### config.mk
export PLATFORM = sky130hd
export DESIGN_NAME = multi_channel_one_shot_pulser_top
export DESIGN_NICKNAME = d
export VERILOG_FILES = /design/src/design/mcop_pkg.sv /design/src/design/mcop_channel.sv /design/src/design/multi_channel_one_shot_pulser_top.sv
export SDC_FILE = /design/constraint.sdc
export NUM_CORES = 1
export LEC_CHECK = 0
export ABC_AREA = 1
export ABC_CLOCK_PERIOD_IN_PS = 5400
export BUFFER_PORTS_ARGS = -buffer_cell sky130_fd_sc_hd__buf_2
export CORE_ASPECT_RATIO = 1.1
export CORE_MARGIN = 2
export CORE_UTILIZATION = 50
export CTS_BUF_LIST = sky130_fd_sc_hd__clkbuf_4
export CTS_CLUSTER_DIAMETER = 80
export DETAILED_ROUTE_END_ITERATION = 6
export GPL_ROUTABILITY_DRIVEN = 0
export GPL_TIMING_DRIVEN = 0
export PLACE_DENSITY = 0.65
export SYNTH_ARGS = -nofsm -noshare
export SYNTH_HDL_FRONTEND = slang
export SYNTH_SLANG_ARGS = --single-unit
### constraint.sdc
create_clock -name clk -period 5.4 [get_ports clk]
set_clock_uncertainty 0.1 [all_clocks]
set_input_delay 0.81 -clock clk [delete_from_list [all_inputs] [get_ports clk]]
set_output_delay 0.81 -clock clk [all_outputs]
set_load 0.02 [all_outputs]
### src/design/mcop_pkg.sv
package mcop_pkg;

    localparam logic [1:0] OP_TICK     = 2'd0;
    localparam logic [1:0] OP_ARM      = 2'd1;
    localparam logic [1:0] OP_STOP     = 2'd2;
    localparam logic [1:0] OP_STOP_ALL = 2'd3;

    localparam int OPCODE_BITS  = 2;
    localparam int CHANNEL_BITS = 3;
    localparam int LENGTH_BITS  = 16;
    localparam int IN_BITS      = CHANNEL_BITS + LENGTH_BITS;
    localparam int IN_TDATA_W   = ((IN_BITS + 7) / 8) * 8;

    typedef struct packed {
        logic en;
        logic tick;
        logic load;
        logic clear;
    } chan_ctl_t;

endpackage

### src/design/mcop_channel.sv
module mcop_channel #(
    parameter int COUNT_BITS = 16
) (
    input  logic                    clk,
    input  logic                    rst_n,
    input  mcop_pkg::chan_ctl_t     ctl,
    input  logic [COUNT_BITS-1:0]   limit_in,
    output logic                    run_next,
    output logic                    pin_next
);

    logic [COUNT_BITS-1:0] count_reg;
    logic [COUNT_BITS-1:0] count_next;
    logic [COUNT_BITS-1:0] limit_reg;
    logic [COUNT_BITS-1:0] limit_next;
    logic                  run_reg;

    always_comb
    begin
        count_next = count_reg;
        limit_next = limit_reg;
        run_next   = run_reg;
        if (ctl.en)
        begin
            if (ctl.clear)
            begin
                run_next   = 1'b0;
                count_next = '0;
            end
            else if (ctl.load)
            begin
                limit_next = limit_in;
                count_next = '0;
                run_next   = 1'b1;
            end
            else if (ctl.tick && run_reg)
            begin
                if (count_reg == limit_reg)
                begin
                    count_next = '0;
                    run_next   = 1'b0;
                end
                else
                begin
                    count_next = count_reg + COUNT_BITS'(1);
                end
            end
        end
        pin_next = run_next && (count_next != '0);
    end

    always_ff @(posedge clk or negedge rst_n)
    begin
        if (!rst_n)
        begin
            count_reg <= '0;
            limit_reg <= '0;
            run_reg   <= 1'b0;
        end
        else
        begin
            count_reg <= count_next;
            limit_reg <= limit_next;
            run_reg   <= run_next;
        end
    end

endmodule

### src/design/multi_channel_one_shot_pulser_top.sv
// channel  direction  tdata fields (low bit up)                      tuser
// s_axis   in         channel[2:0], pulse_length[18:3], zero pad     opcode[1:0]
// m_axis   out        pin_mask, active_mask, any_high, rejected, pad  -
//
// one transfer in and one result out per cycle, sustained while m_tready stays high
// result path runs through the input register, then channel update and result register
// all channels update in parallel in one pass of counter logic
// reset stops every channel and clears counters and limits
// an output stall holds the result; the input register keeps taking transfers
// until it is full behind the held result
module multi_channel_one_shot_pulser_top #(
    parameter int CHANNELS   = 6,
    parameter int COUNT_BITS = 16
) (
    input  logic                                       clk,
    input  logic                                       rst_n,
    input  logic                                       s_tvalid,
    output logic                                       s_tready,
    input  logic [mcop_pkg::IN_TDATA_W-1:0]            s_tdata,  // channel, pulse_length
    input  logic [mcop_pkg::OPCODE_BITS-1:0]           s_tuser,  // opcode
    output logic                                       m_tvalid,
    input  logic                                       m_tready,
    output logic [(((2*CHANNELS+2)+7)/8)*8-1:0]        m_tdata   // pin_mask, active_mask,
                                                                 // any_high, rejected
);

    localparam int OUT_BITS = 2 * CHANNELS + 2;
    localparam int OUT_W    = ((OUT_BITS + 7) / 8) * 8;

    logic                                  in_valid_reg;
    logic [mcop_pkg::OPCODE_BITS-1:0]      op_reg;
    logic [mcop_pkg::CHANNEL_BITS-1:0]     ch_reg;
    logic [mcop_pkg::LENGTH_BITS-1:0]      len_reg;
    logic                                  out_valid_reg;
    logic [OUT_W-1:0]                      out_data_reg;

    logic                                  adv;
    logic [31:0]                           len_wide;
    logic [COUNT_BITS-1:0]                 len_cut;
    logic                                  ch_bad;
    logic                                  is_arm;
    logic                                  is_stop;
    logic                                  bad;
    logic [CHANNELS-1:0]                   run_next;
    logic [CHANNELS-1:0]                   pin_next;
    logic [OUT_W-1:0]                      out_data_next;

    assign adv      = in_valid_reg && (!out_valid_reg || m_tready);
    assign s_tready = !in_valid_reg || adv;

    assign len_wide = {16'd0, len_reg};
    assign len_cut  = len_wide[COUNT_BITS-1:0];
    assign ch_bad   = {1'b0, ch_reg} >= 4'(CHANNELS);
    assign is_arm   = op_reg == mcop_pkg::OP_ARM;
    assign is_stop  = op_reg == mcop_pkg::OP_STOP;
    assign bad      = (is_arm && (ch_bad || len_cut == '0)) || (is_stop && ch_bad);

    for (genvar c = 0; c < CHANNELS; c++)
    begin : g_chan
        mcop_pkg::chan_ctl_t ctl;
        logic                hit;

        assign hit       = ch_reg == 3'(c);
        assign ctl.en    = adv;
        assign ctl.tick  = op_reg == mcop_pkg::OP_TICK;
        assign ctl.load  = is_arm && !bad && hit;
        assign ctl.clear = (is_stop && !bad && hit) || (op_reg == mcop_pkg::OP_STOP_ALL);

        mcop_channel #(
            .COUNT_BITS (COUNT_BITS)
        ) u_chan (
            .clk      (clk),
            .rst_n    (rst_n),
            .ctl      (ctl),
            .limit_in (len_cut),
            .run_next (run_next[c]),
            .pin_next (pin_next[c])
        );
    end

    always_comb
    begin
        out_data_next = '0;
        out_data_next[OUT_BITS-1:0] = {bad, |pin_next, run_next, pin_next};
    end

    always_ff @(posedge clk or negedge rst_n)
    begin
        if (!rst_n)
        begin
            in_valid_reg  <= 1'b0;
            out_valid_reg <= 1'b0;
        end
        else
        begin
            if (s_tready)
            begin
                in_valid_reg <= s_tvalid;
            end
            if (adv)
            begin
                out_valid_reg <= 1'b1;
            end
            else if (m_tready)
            begin
                out_valid_reg <= 1'b0;
            end
        end
    end

    always_ff @(posedge clk)
    begin
        if (s_tvalid && s_tready)
        begin
            op_reg  <= s_tuser;
            ch_reg  <= s_tdata[mcop_pkg::CHANNEL_BITS-1:0];
            len_reg <= s_tdata[mcop_pkg::IN_BITS-1:mcop_pkg::CHANNEL_BITS];
        end
        if (adv)
        begin
            out_data_reg <= out_data_next;
        end
    end

    assign m_tvalid = out_valid_reg;
    assign m_tdata  = out_data_reg;

endmodule

==> results.md <==
- Status: finished, final reports clean
- Num rows: 62
- Top_reg_cell synth: dfrtp_1
- Clock root buffer: clkbuf_4
- Seq. cell area: 6060 um2
- Worst-path fanout max: 10
- DRC violations left: 0
- Slew at the pin with the worst max-slew slack: 1290 ps
- Period utilization: 66.1%
- Hold_ws: 78.9 ps
- HP Class: input pin to asynchronous set/reset pin
- H-tree levels: 3
- Yosys top cell by area: dfrtp_1
- Async SR Flop Fraction: 85.1%
- TritonCTS Buffers: 66
- Setup violations, final: 0
- TritonCTS clock tree: built
- Io pins: 48
- Final instance area: 14900 um2
- Die height: 175 um
- Pre-Repair DR Iteration Count: 5
- Clock buffer depth: 3
- Final min period: 3570 ps
- Total Power: 4.78 mW
- Crit path required time: 5850 ps
- Top cells by area, synth: dfrtp_1, nand2_1, edfxtp_1, nor2_1, inv_1
- Placed Area: 14000 um2
- Number of synthesized flops with an enable pin: 35
- Reg2reg setup slack: 1830 ps
- PwrDens: 320 nW/um2
- Synth Cell Area: 13400 um2
- Total Wirelength: 39400 um
- Detail Route Antenna Nets: 0
- Cts hold-fix bufs: 0
- Clock-pin slew on the worst setup and hold paths: 60 ps
- Vias in the first global route: 12200
- Multi-input gate area: 6240 um2
- Yosys warning count: 0
- CP Launch Type: flip-flop
- Synth top area share: 37.5%
- Worst vdd ir: 235 uV
- DPL Wire Length: 27600 um
- Setup Slack @ Placement: 1280 ps
- Cells after Synth: 1877
- Crit end category: flip-flop
- IO buf count: 40
- Core area: 26200 um2
- Layout area overhead: 11.9%
- DR vias: 12500
- Register area share after synthesis: 45.3%
- Gr usage total: 28.9%
- CTS Sinks: 235
- Initial antenna violation count: 2
- CP arrival: 4020 ps
- Iter 0 DRT Violations: 1004
- NumNets Final: 2023
- Fmax: 280 MHz
- Slew HR: 13.9%
- Leakage: 7.77 nW
- Pin count of the biggest net entering global routing: 103
- Final setup margin: 1830 ps
- Crit Path Class: flip-flop to flip-flop
- Number of gates resized after CTS: 0
- First-pass GRT wire length: 63600 um
- RSZ-0062 raised after global routing: no
- Slew Viols, Final: 0
- Layout cell share with drive strength beyond 1: 8.89%
- Die Width: 160 um
- GR Overflow Total: 0
- Initial Util: 51.0%
- Worst skew pair latency: 680 ps
- Unique masters post-synth: 34
- Synth Area per Inst: 7.12 um2
- Yosys reg bits: 235
- Max-cap violations: 0
- Die ar.: 28000 um2
- Hold Fails Final Rpt: 0
- Vias per cell: 5.23
- Filler cell count: 2606
- Post-CTS Setup Repair Bufs: 0
- Routed length per placed instance: 16.5 um
cells by family (layout without fill, tap and decap cells):
group / Yosys count / count (layout) / share of synthesized area, %
simple gates: 1122 / 1122 / 34.9
other cells: 1 / 3 / 0.0281
fa+ha+maj: 6 / 6 / 0.562
flops: 235 / 235 / 45.3
xor+xnor: 75 / 75 / 4.92
compound gates: 158 / 158 / 6.06
buf+inv: 277 / 435 / 8.02
mux: 3 / 3 / 0.225
metrics by stage:
stage                     std cells  util, %  TNS, ps
after global routing           2389     57.0        0
after floorplan                1878        -        0
after global placement         2270     53.4     -183
after detailed placement       2271     53.6        0
final                          2389     57.0        0
after CTS                      2388     57.0        0
metal layers:
layer  global-route usage, %  up-vias  share of wire [%]
met5                       0        -                  0
met4                    12.5        0                3.6
met3                    5.53       86                7.0
met2                    48.3      376                 47
met1                    36.9     5850                 42
li1                        -     6179                  -
worst paths after layout:
check,startpoint,to,cells past startpoint
max reg2reg,m_tvalid,m_tdata[12],13
max,m_tvalid,m_tdata[12],13
min reg2reg,g_chan[2].u_chan.limit_reg[10],g_chan[2].u_chan.limit_reg[10],2
min,rst_n,g_chan[2].u_chan.count_reg[10],1
max in group asynchronous,rst_n,g_chan[4].u_chan.limit_reg[15],2
min in group clk,s_tdata[0],ch_reg[0],1
area by class of cell:
class | count | share of cell area, %
tap | 352 | 2.95
clock buffer | 98 | 4.92
antenna | 1 | 0.0167
buffer | 55 | 1.59
timing repair buffer | 41 | 1.59
multi-input combinational | 1366 | 41.7
sequential | 235 | 40.5
inverter | 222 | 5.58
clock inverter | 19 | 1.10
placed cells by master, fill, tap and decap left out, types with 4 or more instances in the layout:
cell type	Yosys	final
clkbuf_4	0	98
nand3_1	109	109
nor2_1	234	234
nor2_2	8	8
nand3b_1	7	7
xnor2_1	11	11
nand2_2	5	5
inv_1	217	217
clkinv_1	3	15
buf_2	13	52
buf_4	4	4
o21ai_0	129	129
a21oi_1	15	15
nand4_1	75	75
nor3_1	23	23
o21ai_1	7	7
nand2_1	656	656
xor2_1	64	64
ha_1	6	6
clkbuf_1	36	36
dfrtp_1	200	200
edfxtp_1	35	35
power by group:
part,switching [mW],internal (mW),leakage (nW)
sequential,0.157,1.99,3.08
combinational,0.594,0.281,4.17
clock,0.784,0.976,0.520
worst max-delay path, stage by stage (launching register included):
cell,delay [ps]
dfrtp_1,370
nand2_1,80
nand2_1,90
buf_2,240
clkbuf_1,540
clkbuf_1,1010
nand2_1,80
o21ai_0,160
nor2_1,60
nand2_1,80
nor2_1,60
a21oi_1,300
nor2_1,180
nand2_1,100
cells in the mapped netlist, types with 4 or more instances:
library cell / n
a21oi_1: 15
buf_2: 13
buf_4: 4
clkbuf_1: 36
dfrtp_1: 200
edfxtp_1: 35
ha_1: 6
inv_1: 217
nand2_1: 656
nand2_2: 5
nand3_1: 109
nand3b_1: 7
nand4_1: 75
nor2_1: 234
nor2_2: 8
nor3_1: 23
o21ai_0: 129
o21ai_1: 7
xnor2_1: 11
xor2_1: 64
Power figures use the tool's default switching activity.
